==> config.mk <==
export PLATFORM = sky130hd
export DESIGN_NAME = shape_rasterizer_frame_buffer
export DESIGN_NICKNAME = d
export VERILOG_FILES = /design/src/sv/srfb_pkg.sv /design/src/sv/srfb_front.sv /design/src/sv/srfb_back.sv /design/src/sv/shape_rasterizer_frame_buffer.sv
export SDC_FILE = /design/constraint.sdc
export NUM_CORES = 2
export LEC_CHECK = 0
export BUFFER_PORTS_ARGS = -buffer_cell sky130_fd_sc_hd__buf_2
export CAP_MARGIN = 40
export CORE_UTILIZATION = 48
export DETAILED_ROUTE_END_ITERATION = 12
export GPL_TIMING_DRIVEN = 0
export HOLD_SLACK_MARGIN = 0.08
export PLACE_DENSITY_LB_ADDON = 0.2
export SETUP_SLACK_MARGIN = 0.1
export SYNTH_ARGS = -nofsm -noshare
export SYNTH_HDL_FRONTEND = slang
export SYNTH_SLANG_ARGS = --single-unit
==> constraint.sdc <==
create_clock -name clk -period 10.8 [get_ports clk]
set_input_delay 2.16 -clock clk [delete_from_list [all_inputs] [get_ports clk]]
set_output_delay 2.16 -clock clk [all_outputs]
set_load 0.02 [all_outputs]
==> src/sv/srfb_pkg.sv <==
`timescale 1ns / 1ps
// Package for the shape rasterizer frame buffer.
// Holds payload structs, command kinds, queue entry and sequencer state types.
package srfb_pkg;

	localparam int CANVAS_ROWS_DEF = 32;
	localparam int CANVAS_COLS_DEF = 64;

	// Command kinds.
	localparam logic [2:0] KIND_CLEAR  = 3'd0;
	localparam logic [2:0] KIND_CIRCLE = 3'd1;
	localparam logic [2:0] KIND_RECT   = 3'd2;
	localparam logic [2:0] KIND_LINE   = 3'd3;
	localparam logic [2:0] KIND_TRI    = 3'd4;
	localparam logic [2:0] KIND_READ   = 3'd5;

	typedef struct packed {
		logic [2:0] kind;
		logic [5:0] ax;
		logic [4:0] ay;
		logic [5:0] bx;
		logic [4:0] by_coord;
		logic [5:0] cx_third;
		logic [4:0] cy_third;
		logic [5:0] radius;
		logic [6:0] rect_width;
		logic [5:0] rect_height;
	} cmd_t;

	typedef struct packed {
		logic [63:0] row_bits;
		logic        is_read;
	} result_t;

	// Classified operation handed from the front end to the back end.
	typedef enum logic [2:0] {
		OP_NONE,
		OP_CLEAR,
		OP_CIRCLE,
		OP_RECT,
		OP_LINE,
		OP_TRI,
		OP_READ
	} op_t;

	typedef struct packed {
		op_t  op;
		cmd_t cmd;
	} job_t;

	// Back end sequencer states.
	typedef enum logic [3:0] {
		ST_IDLE,
		ST_CLEAR,
		ST_LINE_SETUP,
		ST_LINE,
		ST_RECT,
		ST_CIRC,
		ST_READ,
		ST_READ_WAIT,
		ST_PLOT_RD,
		ST_PLOT_WR,
		ST_DONE
	} state_t;

endpackage

==> src/sv/srfb_front.sv <==
`timescale 1ns / 1ps
// Front end: accepts command transactions, classifies them, queues them.
// Depends on srfb_pkg.
module srfb_front import srfb_pkg::*; (
	input  logic clk,
	input  logic arst_n,
	input  logic in_valid,
	output logic in_ready,
	input  cmd_t in_data,
	output logic job_valid,
	input  logic job_ready,
	output job_t job
);
	localparam int DEPTH = 2;

	job_t       mem_q [DEPTH];
	logic       wr_q, rd_q;
	logic [1:0] cnt_q;
	op_t        op;

	// Map the command kind to an operation.
	always_comb begin
		case (in_data.kind)
			KIND_CLEAR:  op = OP_CLEAR;
			KIND_CIRCLE: op = OP_CIRCLE;
			KIND_RECT:   op = OP_RECT;
			KIND_LINE:   op = OP_LINE;
			KIND_TRI:    op = OP_TRI;
			KIND_READ:   op = OP_READ;
			default:     op = OP_NONE;
		endcase
	end

	assign in_ready  = (cnt_q != 2'd2);
	assign job_valid = (cnt_q != 2'd0);
	assign job       = mem_q[rd_q];

	// Two-entry queue between front and back.
	always_ff @(posedge clk or negedge arst_n) begin
		if (!arst_n) begin
			wr_q  <= 1'b0;
			rd_q  <= 1'b0;
			cnt_q <= 2'd0;
		end else begin
			if (in_valid && in_ready) wr_q <= ~wr_q;
			if (job_valid && job_ready) rd_q <= ~rd_q;
			cnt_q <= cnt_q + {1'b0, in_valid && in_ready} - {1'b0, job_valid && job_ready};
		end
	end

	always_ff @(posedge clk) begin
		if (in_valid && in_ready) mem_q[wr_q] <= '{op: op, cmd: in_data};
	end
endmodule

==> src/sv/srfb_back.sv <==
`timescale 1ns / 1ps
// Back end: walks shapes pixel by pixel into the row memory and answers reads.
// Depends on srfb_pkg.
module srfb_back import srfb_pkg::*; #(
	parameter int CANVAS_ROWS = CANVAS_ROWS_DEF,
	parameter int CANVAS_COLS = CANVAS_COLS_DEF
) (
	input  logic    clk,
	input  logic    arst_n,
	input  logic    job_valid,
	output logic    job_ready,
	input  job_t    job,
	output logic    out_valid,
	input  logic    out_ready,
	output result_t out_data
);
	localparam int RW = (CANVAS_ROWS > 1) ? $clog2(CANVAS_ROWS) : 1;

	// Row memory, one word per row.
	logic [63:0] mem [CANVAS_ROWS];
	logic [63:0] rdata_q;

	state_t st_q, st_d;
	cmd_t   cmd_q;
	op_t    op_q;
	logic   out_valid_q;
	logic   boot_q;
	result_t out_q;

	// Shape walker registers (signed, wide enough for all offsets).
	logic signed [9:0]  x_q, y_q, x1_q, y1_q, dx_q, dy_q, sx_q, sy_q;
	logic signed [11:0] err_q;
	logic [1:0]         seg_q;
	logic signed [9:0]  ca_q, cb_q;
	logic signed [12:0] cd_q;
	logic [2:0]         oct_q;
	logic [7:0]         idx_q;
	logic [2:0]         rph_q;
	logic [RW:0]        clr_q;
	logic signed [9:0]  px_q, py_q;
	state_t             ret_q;

	// Pixel position for the current circle octant.
	logic signed [9:0] ox, oy;
	always_comb begin
		case (oct_q)
			3'd0: begin ox = ca_q;  oy = cb_q;  end
			3'd1: begin ox = -ca_q; oy = cb_q;  end
			3'd2: begin ox = ca_q;  oy = -cb_q; end
			3'd3: begin ox = -ca_q; oy = -cb_q; end
			3'd4: begin ox = cb_q;  oy = ca_q;  end
			3'd5: begin ox = -cb_q; oy = ca_q;  end
			3'd6: begin ox = cb_q;  oy = -ca_q; end
			default: begin ox = -cb_q; oy = -ca_q; end
		endcase
	end

	// Rectangle edge pixel for phase and index.
	logic signed [9:0] rx, ry;
	logic signed [9:0] rl, rt, rw, rh;
	always_comb begin
		rl = {4'd0, cmd_q.ax};
		rt = {5'd0, cmd_q.ay};
		rw = {3'd0, cmd_q.rect_width};
		rh = {4'd0, cmd_q.rect_height};
		case (rph_q)
			3'd0: begin rx = rl + $signed({2'd0, idx_q}); ry = rt; end
			3'd1: begin rx = rl + $signed({2'd0, idx_q}); ry = rt + rh - 10'sd1; end
			3'd2: begin rx = rl; ry = rt + $signed({2'd0, idx_q}); end
			default: begin rx = rl + rw - 10'sd1; ry = rt + $signed({2'd0, idx_q}); end
		endcase
	end

	logic in_canvas;
	assign in_canvas = (px_q >= 0) && (px_q < CANVAS_COLS) && (px_q < 64)
		&& (py_q >= 0) && (py_q < CANVAS_ROWS);

	// Line step decisions from the doubled error term, all compared as signed values.
	logic signed [12:0] e2;
	logic signed [12:0] dx13, dy13;
	logic               step_x, step_y;
	assign e2     = {err_q[11], err_q} <<< 1;
	assign dx13   = 13'(dx_q);
	assign dy13   = 13'(dy_q);
	assign step_x = (e2 > -dy13);
	assign step_y = (e2 < dx13);

	// Row index of a row read: the five-bit row coordinate zero-extended to ten bits.
	logic [9:0] rd_row;
	assign rd_row = {5'd0, cmd_q.ay};

	assign job_ready = (st_q == ST_IDLE) && !out_valid_q;
	assign out_valid = out_valid_q;
	assign out_data  = out_q;

	always_comb begin
		st_d = st_q;
		case (st_q)
			ST_IDLE: if (job_valid && job_ready) begin
				case (job.op)
					OP_CLEAR:  st_d = ST_CLEAR;
					OP_CIRCLE: st_d = ST_CIRC;
					OP_RECT:   st_d = ST_RECT;
					OP_LINE, OP_TRI: st_d = ST_LINE_SETUP;
					OP_READ:   st_d = ST_READ;
					default:   st_d = ST_DONE;
				endcase
			end
			default: ;
		endcase
	end

	// Segment endpoints of a triangle.
	function automatic logic signed [9:0] vx(input cmd_t c, input logic [1:0] s);
		case (s)
			2'd0: vx = {4'd0, c.ax};
			2'd1: vx = {4'd0, c.bx};
			default: vx = {4'd0, c.cx_third};
		endcase
	endfunction
	function automatic logic signed [9:0] vy(input cmd_t c, input logic [1:0] s);
		case (s)
			2'd0: vy = {5'd0, c.ay};
			2'd1: vy = {5'd0, c.by_coord};
			default: vy = {5'd0, c.cy_third};
		endcase
	endfunction

	// Sequencer: each pixel is a read-modify-write of its row.
	always_ff @(posedge clk or negedge arst_n) begin
		if (!arst_n) begin
			st_q        <= ST_CLEAR;
			out_valid_q <= 1'b0;
			clr_q       <= '0;
			op_q        <= OP_CLEAR;
			boot_q      <= 1'b1;
		end else begin
			if (out_valid_q && out_ready) out_valid_q <= 1'b0;
			case (st_q)
				ST_IDLE: if (job_valid && job_ready) begin
					cmd_q <= job.cmd;
					op_q  <= job.op;
					clr_q <= '0;
					seg_q <= 2'd0;
					idx_q <= '0;
					rph_q <= '0;
					ca_q  <= '0;
					cb_q  <= {4'd0, job.cmd.radius};
					cd_q  <= 13'sd3 - ({7'd0, job.cmd.radius} <<< 1);
					oct_q <= '0;
					st_q  <= st_d;
				end
				ST_CLEAR: begin
					// The clearing pass after reset answers nothing.
					if (clr_q == (RW+1)'(CANVAS_ROWS - 1)) begin
						st_q   <= boot_q ? ST_IDLE : ST_DONE;
						boot_q <= 1'b0;
					end
					clr_q <= clr_q + 1'b1;
				end
				ST_LINE_SETUP: begin
					// A line uses segment zero, whose end point is the second vertex.
					x_q  <= vx(cmd_q, seg_q);
					y_q  <= vy(cmd_q, seg_q);
					x1_q <= (seg_q == 2'd2) ? vx(cmd_q, 2'd0) : vx(cmd_q, seg_q + 2'd1);
					y1_q <= (seg_q == 2'd2) ? vy(cmd_q, 2'd0) : vy(cmd_q, seg_q + 2'd1);
					st_q <= ST_LINE;
					idx_q <= 8'd0;
				end
				ST_LINE: begin
					// The first pass after setup computes the deltas and plots the start point; later passes step.
					if (idx_q == 8'd0) begin
						dx_q  <= (x1_q > x_q) ? x1_q - x_q : x_q - x1_q;
						dy_q  <= (y1_q > y_q) ? y1_q - y_q : y_q - y1_q;
						sx_q  <= (x_q < x1_q) ? 10'sd1 : -10'sd1;
						sy_q  <= (y_q < y1_q) ? 10'sd1 : -10'sd1;
						err_q <= 12'((x1_q > x_q) ? x1_q - x_q : x_q - x1_q)
							- 12'((y1_q > y_q) ? y1_q - y_q : y_q - y1_q);
						idx_q <= 8'd1;
						px_q <= x_q; py_q <= y_q;
						ret_q <= ST_LINE;
						st_q  <= ST_PLOT_RD;
					end else if (x_q == x1_q && y_q == y1_q) begin
						if (op_q == OP_TRI && seg_q != 2'd2) begin
							seg_q <= seg_q + 2'd1;
							st_q  <= ST_LINE_SETUP;
						end else begin
							st_q <= ST_DONE;
						end
					end else begin
						if (step_x) begin
							x_q <= x_q + sx_q;
						end
						if (step_y) begin
							y_q <= y_q + sy_q;
						end
						err_q <= err_q - (step_x ? 12'(dy_q) : 12'sd0)
							+ (step_y ? 12'(dx_q) : 12'sd0);
						px_q <= x_q + (step_x ? sx_q : 10'sd0);
						py_q <= y_q + (step_y ? sy_q : 10'sd0);
						ret_q <= ST_LINE;
						st_q  <= ST_PLOT_RD;
					end
				end
				ST_RECT: begin
					if ((rph_q < 3'd2 && {1'b0, idx_q} >= {2'd0, cmd_q.rect_width})
						|| (rph_q >= 3'd2 && {1'b0, idx_q} >= {3'd0, cmd_q.rect_height})) begin
						idx_q <= '0;
						if (rph_q == 3'd3) st_q <= ST_DONE;
						rph_q <= rph_q + 3'd1;
					end else begin
						px_q  <= rx; py_q <= ry;
						idx_q <= idx_q + 8'd1;
						ret_q <= ST_RECT;
						st_q  <= ST_PLOT_RD;
					end
				end
				ST_CIRC: begin
					// Eight octant pixels, then one midpoint step.
					px_q  <= {4'd0, cmd_q.ax} + ox;
					py_q  <= {5'd0, cmd_q.ay} + oy;
					oct_q <= oct_q + 3'd1;
					ret_q <= (oct_q == 3'd7 && cb_q < ca_q) ? ST_DONE : ST_CIRC;
					st_q  <= ST_PLOT_RD;
					if (oct_q == 3'd7 && !(cb_q < ca_q)) begin
						ca_q <= ca_q + 10'sd1;
						if (cd_q > 0) begin
							cb_q <= cb_q - 10'sd1;
							cd_q <= cd_q + ((13'(ca_q) + 13'sd1 - 13'(cb_q) + 13'sd1) <<< 2)
								+ 13'sd10;
						end else begin
							cd_q <= cd_q + ((13'(ca_q) + 13'sd1) <<< 2) + 13'sd6;
						end
					end
				end
				ST_PLOT_RD: st_q <= ST_PLOT_WR;
				ST_PLOT_WR: st_q <= ret_q;
				ST_READ: st_q <= ST_READ_WAIT;
				ST_READ_WAIT: begin
					out_q.is_read  <= 1'b1;
					out_q.row_bits <= ({2'd0, cmd_q.ay} < CANVAS_ROWS) ? rdata_q : 64'd0;
					out_valid_q    <= 1'b1;
					st_q           <= ST_IDLE;
				end
				ST_DONE: begin
					// Every command that is not a row read answers with zero.
					out_q.is_read  <= 1'b0;
					out_q.row_bits <= 64'd0;
					out_valid_q    <= 1'b1;
					st_q           <= ST_IDLE;
				end
				default: st_q <= ST_IDLE;
			endcase
		end
	end

	// Row memory read and write ports.
	always_ff @(posedge clk) begin
		if (st_q == ST_READ)
			rdata_q <= mem[rd_row[RW-1:0]];
		else if (st_q == ST_PLOT_RD)
			rdata_q <= mem[py_q[RW-1:0]];
		if (st_q == ST_CLEAR)
			mem[clr_q[RW-1:0]] <= 64'd0;
		else if (st_q == ST_PLOT_WR && in_canvas)
			mem[py_q[RW-1:0]] <= rdata_q | (64'd1 << px_q[5:0]);
	end
endmodule

==> src/sv/shape_rasterizer_frame_buffer.sv <==
`timescale 1ns / 1ps
// Top level of the one-bit shape rasterizer frame buffer.
// Depends on srfb_pkg, srfb_front and srfb_back.
// Every command returns one result. The canvas is a row memory of CANVAS_ROWS 64-bit
// words; after reset a clearing pass over all CANVAS_ROWS rows runs before the first
// command is taken, and a clear command runs the same pass. Each plotted pixel is a
// read-modify-write of its row, done in a read state followed by a write state. A
// two-entry queue lets commands be accepted while the back end works.
module shape_rasterizer_frame_buffer import srfb_pkg::*; #(
	parameter int CANVAS_ROWS = CANVAS_ROWS_DEF,
	parameter int CANVAS_COLS = CANVAS_COLS_DEF
) (
	input  logic    clk,
	input  logic    arst_n,
	input  logic    in_valid,
	output logic    in_ready,
	input  cmd_t    in_data,
	output logic    out_valid,
	input  logic    out_ready,
	output result_t out_data
);
	logic job_valid, job_ready;
	job_t job;

	srfb_front u_front (
		.clk, .arst_n, .in_valid, .in_ready, .in_data,
		.job_valid, .job_ready, .job
	);

	srfb_back #(.CANVAS_ROWS(CANVAS_ROWS), .CANVAS_COLS(CANVAS_COLS)) u_back (
		.clk, .arst_n, .job_valid, .job_ready, .job,
		.out_valid, .out_ready, .out_data
	);
endmodule
# Word-level counts from Yosys, hierarchy flattened
# Memory sizes are Yosys's and may differ from the RTL's. A register that Yosys moved wholly into a read port is not among the register bits.
# Cells that the tools add are included.
[totals]
wordCells = 320
inputBits = 59
regBits = 350
mem_count = 2
output_inout_bits = 67
mem_bits_rw = 2164
[classes]
n_reduce_logical = 64
eq_ne = 56
bitwise_logic = 3
n_mux = 97
n_shift = 1
addsub = 43
order_cmp = 16
[mem_list]
columns = ["name", "words", "width", "read_ports", "rd_clocked_by_memory_dff", "write_ports", "line_no", "rtl"]
rows = [
  ["u_back.mem", 32, 64, 2, 2, 1, "srfb_back.sv:20", "logic [63:0] mem [CANVAS_ROWS];"],
  ["u_front.mem_q", 2, 58, 1, 0, 1, "srfb_front.sv:16", "job_t mem_q [DEPTH];"],
]
[op_table]
columns = ["cell", "n"]
rows = [
  ["two-way mux 10 bit", 23],
  ["two-way mux 64 bit", 3],
  ["case mux 65 bit (2 select lines)", 1],
  ["case mux 10 bit (2 select lines)", 6],
  ["case mux 10 bit (3 select lines)", 4],
  ["two-way mux 12 bit", 6],
  ["bitwise OR 64 bit", 1],
  ["OR reduction 64 bit", 1],
  ["left shift 1 x 6 -> 64 bit, first input constant", 1],
  ["two-way mux 4 bit", 12],
  ["adder 10 bit", 4],
  ["two-way mux 13 bit", 3],
  ["case mux 4 bit (9 select lines)", 1],
  ["case mux 6 bit (2 select lines)", 3],
  ["case mux 8 bit (4 select lines)", 1],
  ["== test 3 bit, second input constant", 10],
  ["subtractor 10 x 2 -> 10 bit, second input constant", 3],
  ["adder 13 bit", 2],
  ["case mux 13 bit (2 select lines)", 1],
  ["== test 3 x 2 -> 1 bit, second input constant", 8],
  ["two-way mux 8 bit", 3],
  ["subtractor 12 bit", 2],
  [">= comparator 10 x 1 -> 1 bit, second input constant", 2],
  ["two-way mux 5 bit", 4],
  ["other kinds (85)", 175],
]

# Logic depth before layout (Yosys ltp)
[logic_depth]
ltp_word = 11
depth_mapped = 23
depth_no_buf = 22

# By module
# Synthesis repeated with hierarchy kept, for this count alone.
[unflattened]
hier_cells = 6615
hier_area_um2 = 122227.2
[modules_own_cells]
columns = ["mod", "area_each_um2", "seq_area_each_um2", "n_inst", "cells_each"]
rows = [
  ["srfb_back", 117742.9, 71447.3, 1, 6407],
  ["srfb_front", 4484.3, 3583.4, 1, 208],
]

# Worst setup path before layout
# No wires, ideal clock.
[synth_path]
path_type = "input-to-reg"
startpoint = "input in_valid"
endpoint = "memory u_front.mem_q[0][0] in the netlist's numbering, enable pin"
setup_ps = 468
t_arrival_ps = 4560
setup_slack_ps = 5772
path_stages = 2
required_ps = 10332
n_path_buf = 0
path_cell_list = "nand2_1 -> nor2_1"
[synth_between]
elab_chain_cells = 3
[synth_rtl]
columns = ["element", "line_no", "rtl"]
rows = [
  ["start, declared", "shape_rasterizer_frame_buffer.sv:15", "input logic in_valid,"],
  ["logical AND 1 bit", "srfb_front.sv:52", "if (in_valid && in_ready) mem_q[wr_q] <= '{op: op, cmd: in_data};"],
  ["two-way mux 1 bit", "srfb_front.sv:52", ""],
  ["two-way mux 1 bit (not written as such)", "srfb_front.sv:52", ""],
  ["end, declared", "srfb_front.sv:16", ""],
]
# No other way between the ends.

# Final worst setup path
[layout_path]
startpoint = "register u_back.dy_q[2]"
endpoint = "register u_back.err_q[10] (data pin)"
[layout_between]
elab_chain_cells = 7
[layout_rtl]
columns = ["element", "line_no", "rtl"]
rows = [
  ["start, declared", "srfb_back.sv:31", "logic signed [9:0] x_q, y_q, x1_q, y1_q, dx_q, dy_q, sx_q, sy_q;"],
  ["start signal, assigned", "srfb_back.sv:174", "dy_q <= (y1_q > y_q) ? y1_q - y_q : y_q - y1_q;"],
  ["negator 10 -> 13 bit", "srfb_back.sv:85", "assign step_x = (e2 > -dy13);"],
  ["> comparator 13 bit", "srfb_back.sv:85", ""],
  ["two-way mux 12 bit *", "srfb_back.sv:197", "err_q <= err_q - (step_x ? 12'(dy_q) : 12'sd0)"],
  ["subtractor 12 bit *", "srfb_back.sv:197", ""],
  ["adder 12 bit *", "srfb_back.sv:198", "+ (step_y ? 12'(dx_q) : 12'sd0);"],
  ["two-way mux 12 bit *", "srfb_back.sv:183", "end else if (x_q == x1_q && y_q == y1_q) begin"],
  ["two-way mux 12 bit *", "srfb_back.sv:172", "if (idx_q == 8'd0) begin"],
  ["end signal, assigned", "srfb_back.sv:177", "err_q <= 12'((x1_q > x_q) ? x1_q - x_q : x_q - x1_q)"],
  ["end signal, assigned", "srfb_back.sv:197", ""],
  ["end, declared", "srfb_back.sv:32", "logic signed [11:0] err_q;"],
]
# Every way passes the cells marked *; elsewhere a longest branch is shown, timed or not. The select of a mux whose other input is x is not followed.
# A chain may end at the register's enable or synchronous reset.

==> metrics.txt <==
CP Data Required Time 11410 ps; GRT Total Usage between 30% and 40%; WHS Path Cells 2; global placement routability congestion slightly above 0.9; Avg Cell Area, Syn 18.5 µm²; Pleak around 53 nW; Final Net Count roughly 8k; hold_sp u_back.boot_q; Max Clock Skew between 80 and 90 ps; Hold Slack slightly below 500 ps; leading area contributor after synthesis edfxtp_1; Post-CTS Setup Bufs 0; # Max-Cap Violations 0; pins over their slew limit 0; share of cells above drive strength 1 between 30 and 40%; clock tree buffer depth 4; I/O Buffers ~130; ANT nets after route 0; cell with the most instances after synthesis edfxtp_1; Post-synth top flop edfxtp_1; Hold Crit Endpoint u_back.boot_q; Max-slew headroom between 20% and 30%; Die X a little over 500 µm; Ys Warns 0; Data arrival, critical path slightly below 7000 ps; Yosys reg bits 2499; # DRC 0; Worst Path Max Fanout 10; htree depth 5; Worst-Skew Late Latency about 980 ps; Post-DP HPWL slightly above 300000 µm; vias in the first global route between 70k and 80k; DRT iter0 DRCs between 10k and 15k; syn_nets approximately 6.9k; Non-Filler Instances about 11k; Worst R2R End u_back.err_q[10]; number of enable flip-flop cells after synthesis roughly 2.5k; post-CTS sizing 0; most frequent cells after synthesis edfxtp_1, mux4_2, a21oi_1; dpl cells roughly 11k; sequential area share after synthesis 61.3%; Vias ~76k; clock tree sinks ~2.5k; worst vdd ir 0.179 mV; First-pass DRT Iterations 6; largest net degree at the start of global routing 49; Worst Reg-to-Reg Cells 22; reg2reg setup slack 4480 ps; RSZ-0062 raised after global routing no; Synth Instances roughly 6.6k; startpoint types flop; count of cell types in the netlist 94; worst r2r src u_back.dy_q[2]; top cells by area, synth edfxtp_1, mux4_2, ha_1; TritonCTS Buffers just under 300; Hold Crit Class flop to flop; Setup violations, final 0; GR Overflow Total 0; final period utilization between 50% and 60%; critical path type flop to flop; CP endpoint kind flop; mean number of vias per cell just under 7; Cell Area, Synth ~0.12 mm²; minimum clock period between 6000 and 7000 ps; Layout fillers around 19k; hold_buf cts 0; Clock Tree Root clkbuf_16; fmax between 150 and 200 MHz; initial antenna violation count 19; core footprint roughly 0.25 mm²; Routed wire per std cell approximately 39 µm; CTS tree yes; row count about 180; die area around 0.26 mm²; Pwr per Cell Area ~220 mW/mm²; Hold Vio Cnt, Final 0; Die Y-Extent approximately 510 µm; Routed WL between 400000 and 500000 µm; async set or reset register ratio after synthesis less than 1%; outcome complete, no violations; post-synth top area share between 60 and 70%; Worst Tran Pin Value 1060 ps; CTS clk-pin slew, worst paths about 60 ps; I/O pin total 126; Synth-to-Final Area Change 17.6%; first-pass GRT wire length about 580000 µm; initial core utilization roughly 48%
[where the power goes]
part | switching (mW) | internal, mW
registers | 0.383 | 11.2
clock network | 3.94 | 5.40
logic | 6.35 | 3.84
[through the flow]
step                setup slack [ps]  util (%)  TNS, ps  power, mW  area (µm²)
global placement                -428      50.3  -171820       21.0      127000
global route                    3830      56.9        0       31.8      143000
detailed placement              4370      53.4        0       21.7      135000
finish                          4480      56.9        0       31.1      143000
CTS                             4330      56.9        0       30.9      143000
floorplan                       5770         -        0       17.4      122000
[cell usage in the layout (no fill, tap or decap), drive strengths merged, types with 95 or more instances in the layout]
cell type,synthesis,routed
inv,191,200
clkinv,0,95
a21oi,279,279
mux2i,105,105
nor2,279,279
o21ai,124,124
mux4,1281,1281
ha,247,247
nor2b,166,166
xnor2,104,104
buf,157,721
clkbuf,259,615
edfxtp,2470,2470
nand2,156,156
[flip-flops by register name, summed over array words and instances (netlist names), 8 cells and up, named ones only]
signal	cells
u_back.ca_q	10
u_back.cb_q	10
u_back.cd_q	12
u_back.cmd_q	46
u_back.dx_q	10
u_back.dy_q	10
u_back.err_q	12
u_back.idx_q	8
u_back.mem	2048
u_back.out_data	65
u_back.px_q	10
u_back.py_q	10
u_back.rdata_q	64
u_back.x_q	10
u_back.y_q	10
u_front.mem_q	110
[area by class of cell]
cell class	count	area, µm²	share of cell area (%)
multi-input cells	3487	45200	31.5
clock buffers	356	7640	5.33
flip-flops and latches	2499	74900	52.2
diodes	22	55.1	0.0384
plain buffers	417	1820	1.27
well taps	3348	4190	2.92
repair buffers	564	7960	5.55
inverters	191	717	0.500
clock inverters	126	1050	0.733
[how the worst max path moves through the flow]
stage	startpoint	cells after the start	to	slack [ps]
2_1_floorplan	in_valid	2	u_front.mem_q[0][0]	5770
3_3_place_gp	u_back.st_q[0]	8	u_back.mem[10][19]	-430
3_5_place_dp	u_back.dy_q[2]	22	u_back.err_q[10]	4370
4_1_cts	u_back.dy_q[2]	22	u_back.err_q[10]	4330
5_1_grt	u_back.dy_q[2]	23	u_back.err_q[10]	3830
6_report	u_back.dy_q[2]	22	u_back.err_q[10]	4480
[cell families after synthesis]
family,synth area share (%)
compound gates,3.87
xor+xnor,1.32
fa+ha+maj,3.01
buf+inv,2.05
flops,61.3
mux,25.0
simple gates,3.38
[critical path: stages (launching register included)]
cell      delay, ps
edfxtp_1        460
or3_1           400
nor2_1          220
nand4_1         180
xnor2_1         170
ha_1            290
nand4_1         100
nor3_1          260
a221oi_1        120
a221oi_1        370
buf_2           280
clkbuf_1        500
and2_1          230
fa_1            410
inv_1            70
ha_1            260
a21o_1          200
a21oi_1         230
o21ai_0         210
o41ai_1         530
o21ai_0         230
xnor2_1         190
o21ai_0         100
[routing by layer]
| metal | track usage, % | vias to the layer above | share of wire [%] |
|---|---|---|---|
| li1 | - | 29380 | - |
| met1 | 43.6 | 40216 | 36 |
| met2 | 50.6 | 5751 | 46 |
| met3 | 9.54 | 1129 | 13 |
| met4 | 16.3 | 8 | 5.8 |
| met5 | 0 | - | 0.012 |
(Power assumes the default switching activity.)
